$ cat config.mk
export PLATFORM = sky130hd
export DESIGN_NAME = move_to_front_word_list
export DESIGN_NICKNAME = d
export VERILOG_FILES = /design/src/hw/rtl/mtf_pkg.sv /design/src/hw/rtl/move_to_front_word_list.sv /design/src/hw/rtl/mtf_front.sv /design/src/hw/rtl/mtf_back.sv
export SDC_FILE = /design/constraint.sdc
export NUM_CORES = 1
export LEC_CHECK = 0
export CAP_MARGIN = 20
export CORE_UTILIZATION = 40
export DETAILED_ROUTE_END_ITERATION = 12
export DONT_BUFFER_PORTS = 1
export PLACE_DENSITY = 0.6
export RECOVER_POWER = 50
export SLEW_MARGIN = 20
export SYNTH_ARGS = -nofsm -noshare
export SYNTH_HDL_FRONTEND = slang
export SYNTH_SLANG_ARGS = --single-unit
$ cat constraint.sdc
create_clock -name clock -period 14 [get_ports clock]
set_input_delay 2.1 -clock clock [delete_from_list [all_inputs] [get_ports clock]]
set_output_delay 2.1 -clock clock [all_outputs]
set_load 0.02 [all_outputs]
$ cat src/hw/rtl/mtf_pkg.sv
// Shared types and constants of the move-to-front word list.
// No dependencies.
`default_nettype none

package mtf_pkg;

   localparam int WORD_W = 64;
   localparam int KIND_W = 2;

   localparam logic [KIND_W-1:0] KIND_ACK   = 2'd0;
   localparam logic [KIND_W-1:0] KIND_ENTRY = 2'd1;
   localparam logic [KIND_W-1:0] KIND_END   = 2'd2;

   localparam logic OP_ADD  = 1'b0;
   localparam logic OP_LIST = 1'b1;

   // One queued command, key already normalized.
   typedef struct packed {
      logic              op;
      logic [WORD_W-1:0] word;
   } cmd_type;

   // Front-to-back command handshake.
   typedef struct packed {
      logic    valid;
      cmd_type cmd;
   } cmd_chan_type;

endpackage

`default_nettype wire

$ cat src/hw/rtl/move_to_front_word_list.sv
// Move-to-front word list: an add is popped from the queue, then shifted in and acked.
// A list item takes one pop, one beat per entry and one end beat on the back end.
// The back-end sequencer is the rate limit; a two-deep queue lets the front keep accepting.
// Synchronous active-high reset clears the count, queue fill and control; words are not cleared.
// Depends on mtf_pkg, mtf_front and mtf_back.
`default_nettype none

module move_to_front_word_list
   import mtf_pkg::*;
#(
   parameter int MAX_WORDS  = 5,
   parameter int WORD_BYTES = 8
) (
   input  wire logic              clock,
   input  wire logic              reset,
   input  wire logic              req_valid,
   output logic                   req_ready,
   input  wire logic              req_op,
   input  wire logic [WORD_W-1:0] req_word_key,
   output logic                   rsp_valid,
   input  wire logic              rsp_ready,
   output logic [KIND_W-1:0]      rsp_kind,
   output logic [WORD_W-1:0]      rsp_entry_word,
   output logic                   rsp_last
);

   // Normalized commands flow from the front queue to the back sequencer.
   cmd_chan_type cmd_chan;
   logic         cmd_pop;

   // Front: take request beats whenever the queue has room, trim keys on the way in.
   mtf_front #(
      .WORD_BYTES(WORD_BYTES)
   ) u_front (
      .clock        (clock),
      .reset        (reset),
      .req_valid    (req_valid),
      .req_ready    (req_ready),
      .req_op       (req_op),
      .req_word_key (req_word_key),
      .cmd_chan     (cmd_chan),
      .cmd_pop      (cmd_pop)
   );

   // Back: search and shift on adds, rotate entries out on lists, drive the
   // registered response beat; a stalled consumer holds the back and so fills the queue.
   mtf_back #(
      .MAX_WORDS(MAX_WORDS)
   ) u_back (
      .clock          (clock),
      .reset          (reset),
      .cmd_chan       (cmd_chan),
      .cmd_pop        (cmd_pop),
      .rsp_valid      (rsp_valid),
      .rsp_ready      (rsp_ready),
      .rsp_kind       (rsp_kind),
      .rsp_entry_word (rsp_entry_word),
      .rsp_last       (rsp_last)
   );

endmodule

`default_nettype wire

$ cat src/hw/rtl/mtf_front.sv
// Front part: accepts request beats, normalizes the key, holds them in a two-deep queue.
// Depends on mtf_pkg.
`default_nettype none

module mtf_front
   import mtf_pkg::*;
#(
   parameter int WORD_BYTES = 8
) (
   input  wire logic              clock,
   input  wire logic              reset,
   input  wire logic              req_valid,
   output logic                   req_ready,
   input  wire logic              req_op,
   input  wire logic [WORD_W-1:0] req_word_key,
   output cmd_chan_type           cmd_chan,
   input  wire logic              cmd_pop
);

   cmd_type     slot0_ff, slot0_in;
   cmd_type     slot1_ff, slot1_in;
   logic [1:0]  fill_ff, fill_in;
   logic [1:0]  fill_mid;
   logic        push;
   logic        pop;
   cmd_type     new_cmd;

   // Cut the key at its first zero byte and at WORD_BYTES.
   always_comb begin
      logic alive;
      alive = 1'b1;
      new_cmd.op   = req_op;
      new_cmd.word = '0;
      for (int b = 0; b < 8; b++) begin
         alive = alive && (b < WORD_BYTES) && (req_word_key[8*b +: 8] != 8'h00);
         if (alive) begin
            new_cmd.word[8*b +: 8] = req_word_key[8*b +: 8];
         end
      end
   end

   assign req_ready = (fill_ff != 2'd2);
   assign push      = req_valid && req_ready;
   assign pop       = cmd_pop && (fill_ff != 2'd0);
   assign fill_mid  = fill_ff - {1'b0, pop};

   always_comb begin
      slot0_in = slot0_ff;
      slot1_in = slot1_ff;
      if (pop) begin
         slot0_in = slot1_ff;
      end
      if (push) begin
         if (fill_mid == 2'd0) begin
            slot0_in = new_cmd;
         end else begin
            slot1_in = new_cmd;
         end
      end
      fill_in = fill_mid + {1'b0, push};
   end

   always_ff @(posedge clock) begin
      slot0_ff <= slot0_in;
      slot1_ff <= slot1_in;
      if (reset) begin
         fill_ff <= 2'd0;
      end else begin
         fill_ff <= fill_in;
      end
   end

   assign cmd_chan.valid = (fill_ff != 2'd0);
   assign cmd_chan.cmd   = slot0_ff;

endmodule

`default_nettype wire

$ cat src/hw/rtl/mtf_back.sv
// Back part: recency list storage, search-and-shift for adds, rotate-out for listing.
// Depends on mtf_pkg.
`default_nettype none

module mtf_back
   import mtf_pkg::*;
#(
   parameter int MAX_WORDS = 5
) (
   input  wire logic              clock,
   input  wire logic              reset,
   input  wire cmd_chan_type      cmd_chan,
   output logic                   cmd_pop,
   output logic                   rsp_valid,
   input  wire logic              rsp_ready,
   output logic [KIND_W-1:0]      rsp_kind,
   output logic [WORD_W-1:0]      rsp_entry_word,
   output logic                   rsp_last
);

   localparam int CW = $clog2(MAX_WORDS + 1);
   localparam logic [CW-1:0] CAP_C = CW'(MAX_WORDS);

   typedef enum logic [2:0] {
      ST_IDLE  = 3'b001,
      ST_SHIFT = 3'b010,
      ST_LIST  = 3'b100
   } state_type;

   state_type         state_ff, state_in;
   logic [CW-1:0]     count_ff, count_in;
   logic [CW-1:0]     step_ff, step_in;
   logic [MAX_WORDS-1:0] hit_ff, hit_in;
   logic [WORD_W-1:0] word_ff, word_in;
   logic [WORD_W-1:0] entries_ff [MAX_WORDS];
   logic [WORD_W-1:0] entries_in [MAX_WORDS];
   logic [WORD_W-1:0] nxt_entry  [MAX_WORDS];
   logic [WORD_W-1:0] prv_entry  [MAX_WORDS];

   logic              rsp_valid_ff, rsp_valid_in;
   logic [KIND_W-1:0] rsp_kind_ff, rsp_kind_in;
   logic [WORD_W-1:0] rsp_word_ff, rsp_word_in;
   logic              rsp_last_ff, rsp_last_in;
   logic              out_free;
   logic              found;

   // Neighbor taps: next wraps to the front, previous of the front is the new word.
   for (genvar g = 0; g < MAX_WORDS; g++) begin : g_taps
      if (g < MAX_WORDS - 1) begin : g_nxt
         assign nxt_entry[g] = entries_ff[g+1];
      end else begin : g_wrap
         assign nxt_entry[g] = entries_ff[0];
      end
      if (g > 0) begin : g_prv
         assign prv_entry[g] = entries_ff[g-1];
      end else begin : g_head
         assign prv_entry[g] = word_ff;
      end
   end

   assign out_free = !rsp_valid_ff || rsp_ready;
   assign found    = |hit_ff;

   always_comb begin
      state_in     = state_ff;
      count_in     = count_ff;
      step_in      = step_ff;
      hit_in       = hit_ff;
      word_in      = word_ff;
      entries_in   = entries_ff;
      cmd_pop      = 1'b0;
      rsp_valid_in = rsp_valid_ff && !rsp_ready;
      rsp_kind_in  = rsp_kind_ff;
      rsp_word_in  = rsp_word_ff;
      rsp_last_in  = rsp_last_ff;

      unique case (state_ff)
         ST_IDLE: begin
            if (cmd_chan.valid) begin
               cmd_pop = 1'b1;
               word_in = cmd_chan.cmd.word;
               for (int i = 0; i < MAX_WORDS; i++) begin
                  hit_in[i] = (entries_ff[i] == cmd_chan.cmd.word) && (CW'(i) < count_ff);
               end
               if (cmd_chan.cmd.op == OP_LIST) begin
                  step_in  = '0;
                  state_in = ST_LIST;
               end else begin
                  state_in = ST_SHIFT;
               end
            end
         end
         ST_SHIFT: begin
            if (out_free) begin
               if (word_ff != '0) begin
                  for (int i = 0; i < MAX_WORDS; i++) begin
                     if (i == 0) begin
                        entries_in[i] = prv_entry[i];
                     end else if (found ? |(hit_ff >> i) : (CW'(i) <= count_ff)) begin
                        entries_in[i] = prv_entry[i];
                     end
                  end
                  if (!found && (count_ff < CAP_C)) begin
                     count_in = count_ff + 1'b1;
                  end
               end
               rsp_valid_in = 1'b1;
               rsp_kind_in  = KIND_ACK;
               rsp_word_in  = '0;
               rsp_last_in  = 1'b1;
               state_in     = ST_IDLE;
            end
         end
         ST_LIST: begin
            if (out_free) begin
               rsp_valid_in = 1'b1;
               if (step_ff < count_ff) begin
                  // Emit the front, rotate the live entries by one.
                  rsp_kind_in = KIND_ENTRY;
                  rsp_word_in = entries_ff[0];
                  rsp_last_in = 1'b0;
                  for (int i = 0; i < MAX_WORDS; i++) begin
                     if (CW'(i + 1) == count_ff) begin
                        entries_in[i] = entries_ff[0];
                     end else if (CW'(i) < count_ff) begin
                        entries_in[i] = nxt_entry[i];
                     end
                  end
                  step_in = step_ff + 1'b1;
               end else begin
                  rsp_kind_in = KIND_END;
                  rsp_word_in = '0;
                  rsp_last_in = 1'b1;
                  state_in    = ST_IDLE;
               end
            end
         end
         default: begin
            state_in = ST_IDLE;
         end
      endcase
   end

   always_ff @(posedge clock) begin
      entries_ff  <= entries_in;
      hit_ff      <= hit_in;
      word_ff     <= word_in;
      rsp_kind_ff <= rsp_kind_in;
      rsp_word_ff <= rsp_word_in;
      rsp_last_ff <= rsp_last_in;
      if (reset) begin
         state_ff     <= ST_IDLE;
         count_ff     <= '0;
         step_ff      <= '0;
         rsp_valid_ff <= 1'b0;
      end else begin
         state_ff     <= state_in;
         count_ff     <= count_in;
         step_ff      <= step_in;
         rsp_valid_ff <= rsp_valid_in;
      end
   end

   assign rsp_valid      = rsp_valid_ff;
   assign rsp_kind       = rsp_kind_ff;
   assign rsp_entry_word = rsp_word_ff;
   assign rsp_last       = rsp_last_ff;

endmodule

`default_nettype wire

==> run summary, run 1 <==
STA
-----------------------------------------------------------------------------------------------
Shortest clock period the worst path allows after layout .........................      8.57 ns
Setup Skew .......................................................................    0.0396 ns
Transition time at the pin with the least slew margin ............................      4.59 ns
Timing-limited maximum frequency .................................................      117 MHz
Number of slew-limit violations in the final report ..............................          710
Total setup violations reported at the end of the flow ...........................            0
Slew margin rel. .................................................................        -209%
Number of hold-slack violations in the final timing report .......................            0
Final TNS setup ..................................................................         0 ns
Setup repair after global routing missed its margin ..............................           no
Ratio of final minimum period to clock period ....................................        61.2%

WORST SETUP PATH
-----------------------------------------------------------------------------------------------
Worst setup path category ........................................................ flop to flop
Reg-to-reg critical path startpoint .............................................. u_back.state_ff[2]$_SDFFE_PP0P_
Timing startpoint of the critical path ........................................... u_back.state_ff[2]$_SDFFE_PP0P_
Worst R2R Setup Slack ............................................................      5.43 ns
Worst setup endpoint ............................................................. u_back.entries_ff[250]$_DFFE_PP_
Critical R2R Capture ............................................................. u_back.entries_ff[250]$_DFFE_PP_
CP delay by family, top .......................................................... buffers and inverters
Standard cell with the maximum stage delay on the critical path ..................      o21ai_0
Crit-path most repeated cell .....................................................     clkbuf_1
Worst stage delay on the critical path ...........................................      3.17 ns
Ordered list of cells on the worst path .......................................... nor3b_1 > clkbuf_1 > o21ai_0 > clkbuf_1 > mux2_2
Crit Path Max Fanout .............................................................           46
Arrival @ worst endpoint .........................................................      8.92 ns
Worst setup EP type ..............................................................         flop
Number of cells on the worst reg-to-reg path .....................................            5
Required time at the worst-slack endpoint ........................................     14.34 ns
Count of buffer and inverter cells on the critical path ..........................            2
Type of element launching the critical path ......................................         flop
Critical path depth ..............................................................            5

POWER
-----------------------------------------------------------------------------------------------
Static leakage ...................................................................      12.1 nW
Overall power consumption ........................................................      6.49 mW
Largest voltage drop on the vdd net ..............................................     0.176 mV
Pwr dens .........................................................................   203 mW/mm2

CTS
-----------------------------------------------------------------------------------------------
Clock tree from TritonCTS ........................................................        built
Post-CTS setup buffer count ......................................................            0
Buffers from clock root to sink, at most .........................................            3
Inserted Clock Buffers ...........................................................           69
Cts hold-fix bufs ................................................................            0
Root buffer selected by CTS ......................................................    clkbuf_16
Number of gates resized after CTS ................................................            0
Clk Latency, worst-skew pair .....................................................      0.63 ns
CTS sink cnt .....................................................................          598
Clock input transition at the sequential cells of the worst setup and hold paths .      0.06 ns
Deepest level of the CTS H-tree ..................................................            3

FLOORPLAN
-----------------------------------------------------------------------------------------------
Die Area .........................................................................   0.0736 mm2
Number of top-level pins .........................................................          138
Y dimension of the die ...........................................................       271 um
Row Count ........................................................................           98
Die width ........................................................................       271 um
Placeable core region ............................................................   0.0716 mm2
Starting density of the core .....................................................        40.5%

RUN STATUS
-----------------------------------------------------------------------------------------------
Result of the run ................................................................ complete, but fails checks
Violated checks .................................................................. max-capacitance violations, max-slew violations

GRT
-----------------------------------------------------------------------------------------------
Initial antenna violation count ..................................................            2
Global routing's busiest layer ...................................................         met2
Global routing met2 resource utilization .........................................        39.0%
M3 GR Usage ......................................................................        4.37%
Met1 usage .......................................................................        35.3%
Sum of overflow across all layers after global routing ...........................            0
Gr usage total ...................................................................        25.5%
Maximum number of pins on one net before global-route repair .....................          138
Wire length of the first global-routing pass .....................................    136000 um
Vias in the first global route ...................................................        18.9k

PLACEMENT
-----------------------------------------------------------------------------------------------
Final estimated routing congestion in global placement ...........................         1.01
Number of I/O port buffers .......................................................            0
Cell area after placement ........................................................   0.0298 mm2
HPWL after DPL ...................................................................     66900 um

LAYOUT
-----------------------------------------------------------------------------------------------
Net count of the finished layout .................................................         2524
Share of cells above drive strength 1 ............................................        8.19%
Post-route cell area .............................................................   0.0320 mm2
Filler Cell Count ................................................................         6717
Area growth, synth to finish .....................................................        10.2%

YOSYS
-----------------------------------------------------------------------------------------------
Yosys reg bits ...................................................................          598
Synth Net Count ..................................................................         2613
Cell count after synthesis .......................................................         2535
Flip-flop cell with the highest count after synthesis ............................     edfxtp_1
Netlist cell types ...............................................................           49
Yosys top cell area share ........................................................        53.9%
EDFF count, synth ................................................................          521
Top cells by area, synth ......................................................... edfxtp_1 54%, nand2_1 6.8%, mux2i_1 6.7%
Post-synthesis async set-or-reset flop share .....................................           0%
Netlist area before placement ....................................................   0.0290 mm2
Syn Area/Cell ....................................................................     11.4 um2
Cell taking the most area after synthesis ........................................     edfxtp_1
Synth warnings ...................................................................            0
Sequential fraction of the synthesis area ........................................        59.2%

ROUTING
-----------------------------------------------------------------------------------------------
Post-route DRC ...................................................................            0
DR vias ..........................................................................        19.7k
Sum of routed wire length over all layers ........................................     95200 um
Vias/cell ........................................................................         5.70
Initial DRC count ................................................................         2412
Mean routed wirelength per cell ..................................................      27.6 um
First-pass detailed-route iteration total ........................................            6
Antenna viol nets, final .........................................................            0

FLOW RUN
-----------------------------------------------------------------------------------------------
Reported max-cap violation count .................................................           11

HOLD PATH
-----------------------------------------------------------------------------------------------
Class of the most critical hold timing path ...................................... flop to flop

==> where the power goes <==
| part | switching, mW | internal [mW] | total [mW] |
|---|---|---|---|
| Clock | 0.752 | 1.02 | 1.78 |
| Combinational | 1.13 | 0.600 | 1.73 |
| Sequential | 0.532 | 2.46 | 2.99 |
| Total | 2.41 | 4.08 | 6.49 |
==> cell type report <==
type / instances / area (um2) / share of cell area, %
flip-flops and latches: 598 / 17200 / 53.8
diodes: 1 / 2.50 / 0.00783
repair buffers: 29 / 198 / 0.618
clock inverters: 30 / 233 / 0.728
well taps: 950 / 1190 / 3.72
inverters: 38 / 143 / 0.446
clock buffers: 98 / 1970 / 6.16
multi-input cells: 1710 / 11000 / 34.6
==> cells in the final DEF, fill, tap and decap left out, types with 4 or more instances in the layout <==
master	count
ha_1	9
clkbuf_1	31
a21oi_1	22
nand4_1	50
xor2_1	141
edfxtp_1	521
and3_1	33
and2_0	41
nand3_1	31
clkbuf_8	7
nor2b_1	11
and2_1	40
nor2_1	42
dfxtp_1	77
nor4_2	4
nand2_1	525
clkinv_1	4
a22oi_1	4
nor3_1	14
a21o_1	18
mux2i_1	193
mux2_2	64
nor4_1	63
xnor2_1	154
clkbuf_16	72
a221oi_1	5
o21ai_0	168
or4_1	9
clkinv_2	15
inv_1	38
o22ai_1	27
buf_4	15
==> registers in the layout (all words and copies together) (netlist names) <==
name	flops
u_back.entries_ff	320
u_front.cmd_chan	65
u_front.slot1_ff	65
u_back.rsp_entry_word	64
u_back.word_ff	64
u_back.hit_ff	5
u_back.count_ff	3
u_back.state_ff	3
u_back.step_ff	3
u_back.rsp_kind	2
u_front.fill_ff	2
u_back.rsp_last	1
u_back.rsp_valid	1
==> cell usage after synthesis, types with 2 or more instances <==
| master | n |
|---|---|
| nand2_1 | 526 |
| edfxtp_1 | 521 |
| mux2i_1 | 193 |
| o21ai_0 | 167 |
| clkbuf_1 | 159 |
| xnor2_1 | 154 |
| xor2_1 | 141 |
| and2_1 | 81 |
| dfxtp_1 | 77 |
| nor4_1 | 67 |
| mux2_2 | 64 |
| nand4_1 | 50 |
| nor2_1 | 44 |
| inv_1 | 38 |
| and3_1 | 33 |
| nand3_1 | 32 |
| o22ai_1 | 27 |
| a21oi_1 | 24 |
| a21o_1 | 18 |
| buf_2 | 16 |
| nor3_1 | 15 |
| buf_1 | 14 |
| nor2b_1 | 11 |
| ha_1 | 9 |
| or4_1 | 9 |
| a221oi_1 | 5 |
| a211oi_1 | 4 |
| a22oi_1 | 4 |
| nand2b_1 | 3 |
| nor3b_1 | 3 |
| o2bb2ai_1 | 3 |
| or3_4 | 3 |
| a2111oi_0 | 2 |
| a222oi_1 | 2 |
| or3b_1 | 2 |
==> per-layer routing <==
metal  routed length, um  vias up  part of all wire [%]
met4                4220        0                   4.4
li1                    -     8778                     -
met3                7470      153                   7.8
met2               43000      922                    45
met1               40400     9826                    42
met5                   0        -                     0
==> stage by stage <==
step	hold WS, ns	setup slack (ns)	cells	util, %
after global placement	0.475	9.45	3324	41.7
after CTS	0.502	9.72	3452	44.8
after global routing	0.522	5.08	3453	44.6
final	0.498	5.43	3454	44.6
after detailed placement	0.491	9.46	3324	41.7
after floorplan	0.406	0.838	2535	-
==> worst register-to-register path, cell delays in order (launching register included) <==
cell,delay [ns]
dfxtp_1,0.38
nor3b_1,0.28
clkbuf_1,1.88
o21ai_0,3.19
clkbuf_1,1.80
mux2_2,0.77
==> kinds of logic (layout without fill, tap and decap cells) <==
kind of cell / after synthesis / count (layout) / share of synthesized area, %
AND/OR/NAND/NOR: 885 / 885 / 14.1
flip-flops: 598 / 598 / 59.2
XOR/XNOR: 295 / 295 / 8.91
AO/OA/AOI/OAI: 264 / 264 / 5.21
multiplexers: 257 / 257 / 9.14
buffers and inverters: 227 / 195 / 3.01
adder cells (fa/ha/maj): 9 / 9 / 0.388
other: 0 / 1 / 0
==> worst min path at each step <==
stage	startpoint	end	depth (start not counted)
final	u_back.step_ff[1]$_SDFFE_PP0P_	u_back.step_ff[1]$_SDFFE_PP0P_	2
after global placement	u_back.step_ff[0]$_SDFFE_PP0P_	u_back.step_ff[0]$_SDFFE_PP0P_	2
after floorplan	u_front.cmd_chan[0]$_DFF_P_	u_back.word_ff[0]$_DFFE_PP_	0
after global routing	u_back.step_ff[1]$_SDFFE_PP0P_	u_back.step_ff[1]$_SDFFE_PP0P_	2
after CTS	u_back.step_ff[1]$_SDFFE_PP0P_	u_back.step_ff[1]$_SDFFE_PP0P_	2
after detailed placement	u_back.step_ff[1]$_SDFFE_PP0P_	u_back.step_ff[1]$_SDFFE_PP0P_	2
(Power assumes the default switching activity.)
==> run 2, diff against run 1 <==
- PLACE_DENSITY: 0.6 -> 0.58
- clock period: 14 -> 8 ns (I/O delays scaled with it)
==> run 2 against run 1 <==
Effect of this change:
- the run still ends with max-capacitance violations, max-slew violations left
- cell area about the same
- first-iteration DRC count decreased by 5.4%
- sequential power increased by 75%
- final cell count about the same
- maximum frequency increased by 55%
- wire length increased by 2.8%
- hold slack improved by 0.0060 ns
==> run summary, run 2 (synthesis results as in run 1) <==
LAYOUT
-----------------------------------------------------------------------------------------------
Ant. Diodes ......................................................................            0   -1
Filler Cell Count ................................................................         6731   +0.21%
Share of cells above drive strength 1 ............................................        7.98%   -0.21 points
Most frequent standard cell in the layout excluding fill and tap cells ...........      nand2_1
Register name with the most flops ................................................ u_back.entries_ff
Largest register FFs .............................................................          320   unchanged
Post-route cell area .............................................................   0.0320 mm2   about the same
Net count of the finished layout .................................................         2526   +0.079%
Area of the multi-input gates ....................................................   0.0111 mm2   +0.17%
Commonest cells after routing, fill and taps aside ............................... 525 x nand2_1, 521 x edfxtp_1, 193 x mux2i_1, 167 x o21ai_0, 154 x xnor2_1
Storage element area .............................................................   0.0172 mm2   unchanged
Area growth, synth to finish .....................................................        10.2%   about the same

STA
-----------------------------------------------------------------------------------------------
Setup Skew .......................................................................    0.0338 ns   -0.00576 ns
Number of hold-slack violations in the final timing report .......................            0   unchanged
Setup repair after global routing missed its margin ..............................           no
Slew margin rel. .................................................................        -203%   +6.6 points
Transition time at the pin with the least slew margin ............................      4.54 ns   -0.0511 ns
Final TNS setup ..................................................................         0 ns   unchanged
Shortest clock period the worst path allows after layout .........................      5.53 ns   -3.04 ns
Number of slew-limit violations in the final report ..............................          404   -43%
Ratio of final minimum period to clock period ....................................        69.1%   +7.9 points
Timing-limited maximum frequency .................................................      181 MHz   +55%
Total setup violations reported at the end of the flow ...........................            0   unchanged

CTS
-----------------------------------------------------------------------------------------------
Number of gates resized after CTS ................................................            0   unchanged
Clock input transition at the sequential cells of the worst setup and hold paths .      0.06 ns   about the same
CTS sink cnt .....................................................................          598   unchanged
Deepest level of the CTS H-tree ..................................................            3   unchanged
Clock tree from TritonCTS ........................................................        built
Inserted Clock Buffers ...........................................................           70   +1.4%
Root buffer selected by CTS ......................................................    clkbuf_16
Post-CTS setup buffer count ......................................................            0   unchanged
Clk Latency, worst-skew pair .....................................................      0.63 ns   about the same
Buffers from clock root to sink, at most .........................................            3   unchanged
Cts hold-fix bufs ................................................................            0   unchanged

WORST SETUP PATH
-----------------------------------------------------------------------------------------------
Worst setup path category ........................................................ flop to flop
Reg-to-reg critical path startpoint .............................................. u_back.state_ff[0]$_SDFFE_PP1P_
Required time at the worst-slack endpoint ........................................      8.54 ns   -5.80 ns
Crit Path Max Fanout .............................................................           71   +54%
Worst setup EP type ..............................................................         flop
Type of element launching the critical path ......................................         flop
Arrival @ worst endpoint .........................................................      6.07 ns   -2.85 ns
Timing startpoint of the critical path ........................................... u_back.state_ff[0]$_SDFFE_PP1P_

ROUTING
-----------------------------------------------------------------------------------------------
First-pass detailed-route iteration total ........................................            5   -1
Post-route DRC ...................................................................            0   unchanged
DR vias ..........................................................................        19.6k   -0.23%
Initial DRC count ................................................................         2281   -5.4%
Mean routed wirelength per cell ..................................................      28.3 um   +2.8%
Sum of routed wire length over all layers ........................................     97900 um   +2.8%
Vias/cell ........................................................................         5.68   -0.26%
Antenna viol nets, final .........................................................            0   unchanged

FLOORPLAN
-----------------------------------------------------------------------------------------------
Starting density of the core .....................................................        40.5%   unchanged
Row Count ........................................................................           98   unchanged
Die width ........................................................................       271 um   unchanged
Placeable core region ............................................................   0.0716 mm2   unchanged
Y dimension of the die ...........................................................       271 um   unchanged
Number of top-level pins .........................................................          138   unchanged
Die Area .........................................................................   0.0736 mm2   unchanged

POWER
-----------------------------------------------------------------------------------------------
Static leakage ...................................................................      12.1 nW   +0.28%
Pwr dens .........................................................................   356 mW/mm2   +75%
Largest voltage drop on the vdd net ..............................................     0.207 mV   +18%

HOLD PATH
-----------------------------------------------------------------------------------------------
Hold Startpoint .................................................................. u_back.step_ff[1]$_SDFFE_PP0P_
Class of the most critical hold timing path ...................................... flop to flop

RUN STATUS
-----------------------------------------------------------------------------------------------
Violated checks .................................................................. max-capacitance violations, max-slew violations
Result of the run ................................................................ complete, but fails checks

PLACEMENT
-----------------------------------------------------------------------------------------------
Final estimated routing congestion in global placement ...........................        0.988   -2.6%
Number of I/O port buffers .......................................................            0   unchanged
HPWL after DPL ...................................................................     68900 um   +3.1%
Cell area after placement ........................................................   0.0299 mm2   +0.10%

GRT
-----------------------------------------------------------------------------------------------
Wire length of the first global-routing pass .....................................    139000 um   +2.1%
Sum of overflow across all layers after global routing ...........................            0   unchanged
Maximum number of pins on one net before global-route repair .....................          136   -1.4%
Vias in the first global route ...................................................        18.9k   +0.15%
Initial antenna violation count ..................................................            2   unchanged
Gr usage total ...................................................................        26.2%   +0.78 points

FLOW RUN
-----------------------------------------------------------------------------------------------
Reported max-cap violation count .................................................            7   -4

[run 2: layout make-up]
class,instances,area share (%)
Tap cell,950,3.72
Multi-Input combinational cell,1710,34.6
Sequential cell,598,53.7
Clock buffer,104,6.06
Timing Repair Buffer,30,0.677
Inverter,38,0.446
Clock inverter,25,0.739
[run 2: power by group]
part | internal, mW | switching (mW) | total (mW)
Clock | 1.76 | 1.34 | 3.10
Sequential | 4.30 | 0.935 | 5.23
Combinational | 1.04 | 2.02 | 3.05
[run 2: through the flow]
stage | power [mW] | worst slack (ns) | hold WS [ns] | std cells | utilization [%]
after floorplan | 6.86 | 0.885 | 0.406 | 2535 | -
after global placement | 8.21 | 3.75 | 0.484 | 3324 | 41.7
after detailed placement | 8.28 | 3.65 | 0.491 | 3325 | 41.7
after CTS | 11.4 | 3.64 | 0.499 | 3454 | 44.8
after global routing | 11.8 | 1.76 | 0.539 | 3455 | 44.7
final | 11.4 | 2.47 | 0.504 | 3455 | 44.7
[run 2: worst paths after layout]
path | endpoint | slack [ns] | depth (start not counted)
setup / recovery | u_back.step_ff[0]$_SDFFE_PP0P_ | 2.47 | 6
hold / removal | u_back.step_ff[1]$_SDFFE_PP0P_ | 0.50 | 2
setup reg to reg | u_back.step_ff[0]$_SDFFE_PP0P_ | 2.47 | 6
hold reg to reg | u_back.step_ff[1]$_SDFFE_PP0P_ | 0.50 | 2
[run 2: layer usage]
layer / vias to the layer above / part of all wire, % / track usage, %
li1: 8800 / - / -
met1: 9785 / 43 / 36.7
met2: 899 / 46 / 41.0
met3: 145 / 7.2 / 3.94
met4: 4 / 3.8 / 10.1
met5: - / 0.028 / 0
[run 2: worst max-delay path, stage by stage (launching register included)]
cell	delay, ns
dfxtp_1	0.35
or3b_1	1.32
a311oi_1	0.67
clkbuf_1	2.24
nand2_1	0.32
or2_2	0.41
a21oi_1	0.13
==> run 3, diff against run 2 <==
- ABC_AREA: unset -> 1
- clock period: 8 -> 5.6 ns (I/O delays scaled with it)
==> run 3 against run 2 <==
Effect of this change:
- the run still ends with max-capacitance violations, max-slew violations left
- critical path depth increased by 2
- largest cell class unchanged
- register-to-register slack got worse by 1.3 ns
- hold slack got worse by 0.23 ns
- highest routed layer unchanged
- synthesized cell count increased by 21%
==> run summary, run 3 <==
WORST SETUP PATH
-----------------------------------------------------------------------------------------------
Worst stage delay on the critical path ...........................................      1.85 ns   -0.39 ns
Worst setup path category ........................................................ flop to flop
Required time at the worst-slack endpoint ........................................      5.94 ns   -2.60 ns
Reg-to-reg critical path startpoint .............................................. u_back.count_ff[1]$_SDFFE_PP0P_
Worst R2R Setup Slack ............................................................      1.17 ns   -1.30 ns
Critical R2R Capture ............................................................. u_back.entries_ff[120]$_DFFE_PP_
Type of element launching the critical path ......................................         flop
Standard cell with the maximum stage delay on the critical path ..................     clkbuf_2
CP delay by family, top .......................................................... buffers and inverters
Crit-path most repeated cell .....................................................        inv_1
Number of cells on the worst reg-to-reg path .....................................            8   +2
Arrival @ worst endpoint .........................................................      4.76 ns   -1.31 ns
Worst setup EP type ..............................................................         flop
Count of buffer and inverter cells on the critical path ..........................            4   +3
Crit Path Max Fanout .............................................................           81   +14%
Ordered list of cells on the worst path .......................................... inv_1 > ha_1 > nand2_2 > clkbuf_2 > inv_1 > buf_4 > o21ai_0 > o22ai_1

LAYOUT
-----------------------------------------------------------------------------------------------
Net count of the finished layout .................................................         3067   +21%
Area of the multi-input gates ....................................................  0.00966 mm2   -13%
Filler Cell Count ................................................................         7015   +4.2%
Area growth, synth to finish .....................................................        10.2%   about the same
Most frequent standard cell in the layout excluding fill and tap cells ...........     edfxtp_1
Storage element area .............................................................   0.0172 mm2   unchanged
Largest register FFs .............................................................          320   unchanged
Commonest cells after routing, fill and taps aside ............................... 521 x edfxtp_1, 441 x nand2_1, 410 x o21ai_0, 401 x inv_1, 349 x nor2_1
Post-route cell area .............................................................   0.0321 mm2   +0.46%
Register name with the most flops ................................................ u_back.entries_ff
Share of cells above drive strength 1 ............................................        5.32%   -2.7 points
Utilization after layout .........................................................        44.7%   +0.051 points

STA
-----------------------------------------------------------------------------------------------
Number of hold-slack violations in the final timing report .......................            0   unchanged
Total setup violations reported at the end of the flow ...........................            0   unchanged
Final TNS setup ..................................................................         0 ns   unchanged
Number of slew-limit violations in the final report ..............................          505   +25%
Slew margin rel. .................................................................       -82.5%   +120 points
Setup repair after global routing missed its margin ..............................           no
Transition time at the pin with the least slew margin ............................      2.74 ns   -1.80 ns
Slack of the critical path .......................................................      1.17 ns   -1.30 ns
Timing-limited maximum frequency .................................................      226 MHz   +25%
Ratio of final minimum period to clock period ....................................        79.1%   +10 points
Setup Skew .......................................................................    0.0270 ns   -0.00687 ns
Shortest clock period the worst path allows after layout .........................      4.43 ns   -1.10 ns

YOSYS
-----------------------------------------------------------------------------------------------
Syn Area/Cell ....................................................................     9.53 um2   -17%
Netlist area before placement ....................................................   0.0291 mm2   +0.46%
Cell count after synthesis .......................................................         3060   +21%
Fraction of the mapped netlist area in compound gates ............................        15.0%   +9.8 points
Synth Net Count ..................................................................         3138   +20%
Simple-gate share of the synthesized area ........................................        13.5%   -0.60 points
Netlist cell types ...............................................................           46   -6.1%
EDFF count, synth ................................................................          521   unchanged
Yosys reg bits ...................................................................          598   unchanged
Commonest cells in the netlist ................................................... 521 x edfxtp_1, 439 x nand2_1, 401 x o21ai_0, 400 x inv_1, 350 x nor2_1
Cell with the most instances after synthesis .....................................     edfxtp_1
Largest family of logic cells by synthesized area ................................ compound AO/OA/AOI/OAI gates
Flip-flop cell with the highest count after synthesis ............................     edfxtp_1
Synth warnings ...................................................................            0   unchanged
Yosys top cell area share ........................................................        53.7%   -0.25 points
Sequential fraction of the synthesis area ........................................        59.0%   -0.27 points
Multiplexer fraction of the synthesized cell area ................................      0.0343%   -9.1 points
Top cells by area, synth ......................................................... edfxtp_1 54%, o21ai_0 6.9%, nand2_1 5.7%
Post-synthesis async set-or-reset flop share .....................................           0%   unchanged
Adder and majority gate portion of the synthesized area ..........................       0.386%   -0.0018 points
Cell taking the most area after synthesis ........................................     edfxtp_1
Parity-gate share of the synthesized area counting xor and xnor cells ............        4.15%   -4.8 points

POWER
-----------------------------------------------------------------------------------------------
Pwr dens .........................................................................   582 mW/mm2   +63%
Static leakage ...................................................................      12.4 nW   +2.5%
Largest voltage drop on the vdd net ..............................................     0.330 mV   +59%

ROUTING
-----------------------------------------------------------------------------------------------
DR vias ..........................................................................        24.3k   +24%
Antenna viol nets, final .........................................................            0   unchanged
Post-route DRC ...................................................................            0   unchanged
Sum of routed wire length over all layers ........................................    135000 um   +38%
Mean routed wirelength per cell ..................................................      33.7 um   +19%
Initial DRC count ................................................................         3839   +68%
First-pass detailed-route iteration total ........................................            6   +1
Vias/cell ........................................................................         6.08   +7.0%

GRT
-----------------------------------------------------------------------------------------------
Sum of overflow across all layers after global routing ...........................            0   unchanged
Wire length of the first global-routing pass .....................................    185000 um   +33%
Initial antenna violation count ..................................................           13   +11
Maximum number of pins on one net before global-route repair .....................           97   -29%
Vias in the first global route ...................................................        22.8k   +20%
Gr usage total ...................................................................        36.1%   +9.9 points

CTS
-----------------------------------------------------------------------------------------------
CTS sink cnt .....................................................................          598   unchanged
Buffers from clock root to sink, at most .........................................            3   unchanged
Inserted Clock Buffers ...........................................................           71   +1.4%
Number of gates resized after CTS ................................................            0   unchanged
Clk Latency, worst-skew pair .....................................................      0.64 ns   about the same
Clock tree from TritonCTS ........................................................        built
Cts hold-fix bufs ................................................................            0   unchanged
Clock input transition at the sequential cells of the worst setup and hold paths .      0.06 ns   about the same
Deepest level of the CTS H-tree ..................................................            3   unchanged
Post-CTS setup buffer count ......................................................            0   unchanged
Root buffer selected by CTS ......................................................    clkbuf_16

RUN STATUS
-----------------------------------------------------------------------------------------------
Result of the run ................................................................ complete, but fails checks
Violated checks .................................................................. max-capacitance violations, max-slew violations

PLACEMENT
-----------------------------------------------------------------------------------------------
Number of I/O port buffers .......................................................            0   unchanged
HPWL after DPL ...................................................................    100000 um   +45%
Final estimated routing congestion in global placement ...........................         1.07   +7.9%
Setup slack after placement ......................................................      1.52 ns   -2.13 ns
Cell area after placement ........................................................   0.0299 mm2   +0.14%

HOLD PATH
-----------------------------------------------------------------------------------------------
Sink of the worst hold path ...................................................... u_front.fill_ff[0]$_SDFF_PP0_
Hold Startpoint ..................................................................        reset
Class of the most critical hold timing path ...................................... primary input to flop
Hold path cells ..................................................................            1   -1

FLOORPLAN
-----------------------------------------------------------------------------------------------
Die width ........................................................................       272 um   +0.23%
Die Area .........................................................................   0.0740 mm2   +0.46%
Y dimension of the die ...........................................................       272 um   +0.23%
Number of top-level pins .........................................................          138   unchanged
Starting density of the core .....................................................        40.6%   +0.048 points
Placeable core region ............................................................   0.0719 mm2   +0.34%
Row Count ........................................................................           98   unchanged

FLOW RUN
-----------------------------------------------------------------------------------------------
Reported max-cap violation count .................................................            9   +2

==> run 3: cells by family (layout without fill, tap and decap cells) <==
kind of cell,count (synthesis),after routing
compound gates,778,778
other cells,0,2
xor+xnor,138,138
simple gates,951,951
fa+ha+maj,9,9
buf+inv,585,572
mux,1,1
flops,598,598
==> run 3: per-stage QoR <==
stage,hold WS (ns),power (mW),cells
floorplan,0.403,10.5,3060
global placement,0.452,13.8,3866
detailed placement,0.453,13.8,3866
CTS,0.254,18.5,3997
global route,0.278,19.2,3998
finish,0.277,18.7,3999
==> run 3: worst max path at each step <==
stage,startpoint,end,slack [ns],depth (start not counted)
6_report,u_back.count_ff[1]$_SDFFE_PP0P_,u_back.entries_ff[120]$_DFFE_PP_,1.17,8
5_1_grt,u_back.state_ff[1]$_SDFFE_PP0P_,u_front.cmd_chan[12]$_DFF_P_,0.86,12
4_1_cts,u_back.state_ff[0]$_SDFFE_PP1P_,u_back.entries_ff[214]$_DFFE_PP_,1.52,7
3_5_place_dp,u_back.state_ff[0]$_SDFFE_PP1P_,u_back.entries_ff[208]$_DFFE_PP_,1.52,7
3_3_place_gp,u_back.state_ff[0]$_SDFFE_PP1P_,u_back.entries_ff[208]$_DFFE_PP_,1.61,7
2_1_floorplan,u_back.count_ff[2]$_SDFFE_PP0P_,u_back.entries_ff[0]$_DFFE_PP_,1.08,11
==> run 3: routing by layer <==
metal | GRT usage [%] | share of wire [%]
met1 | 51.7 | 42
met2 | 52.3 | 42
met3 | 8.20 | 11
met4 | 15.8 | 4.8
met5 | 0 | 0.049
==> run 3: area by class of cell <==
type                       instances  share of cell area [%]
timing repair buffer              32                   0.685
clock inverter                    26                   0.880
clock buffer                     105                    6.34
inverter                         409                    4.80
multi-input combinational       1877                    30.1
tap                              950                    3.70
antenna                            2                  0.0156
sequential                       598                    53.5
==> run 3: power breakdown <==
part	switching, mW	leakage, nW	internal, mW	total (mW)
sequential	1.58	5.44	6.40	7.97
clock	2.00	1.14	2.72	4.72
combinational	4.54	5.86	1.47	6.01
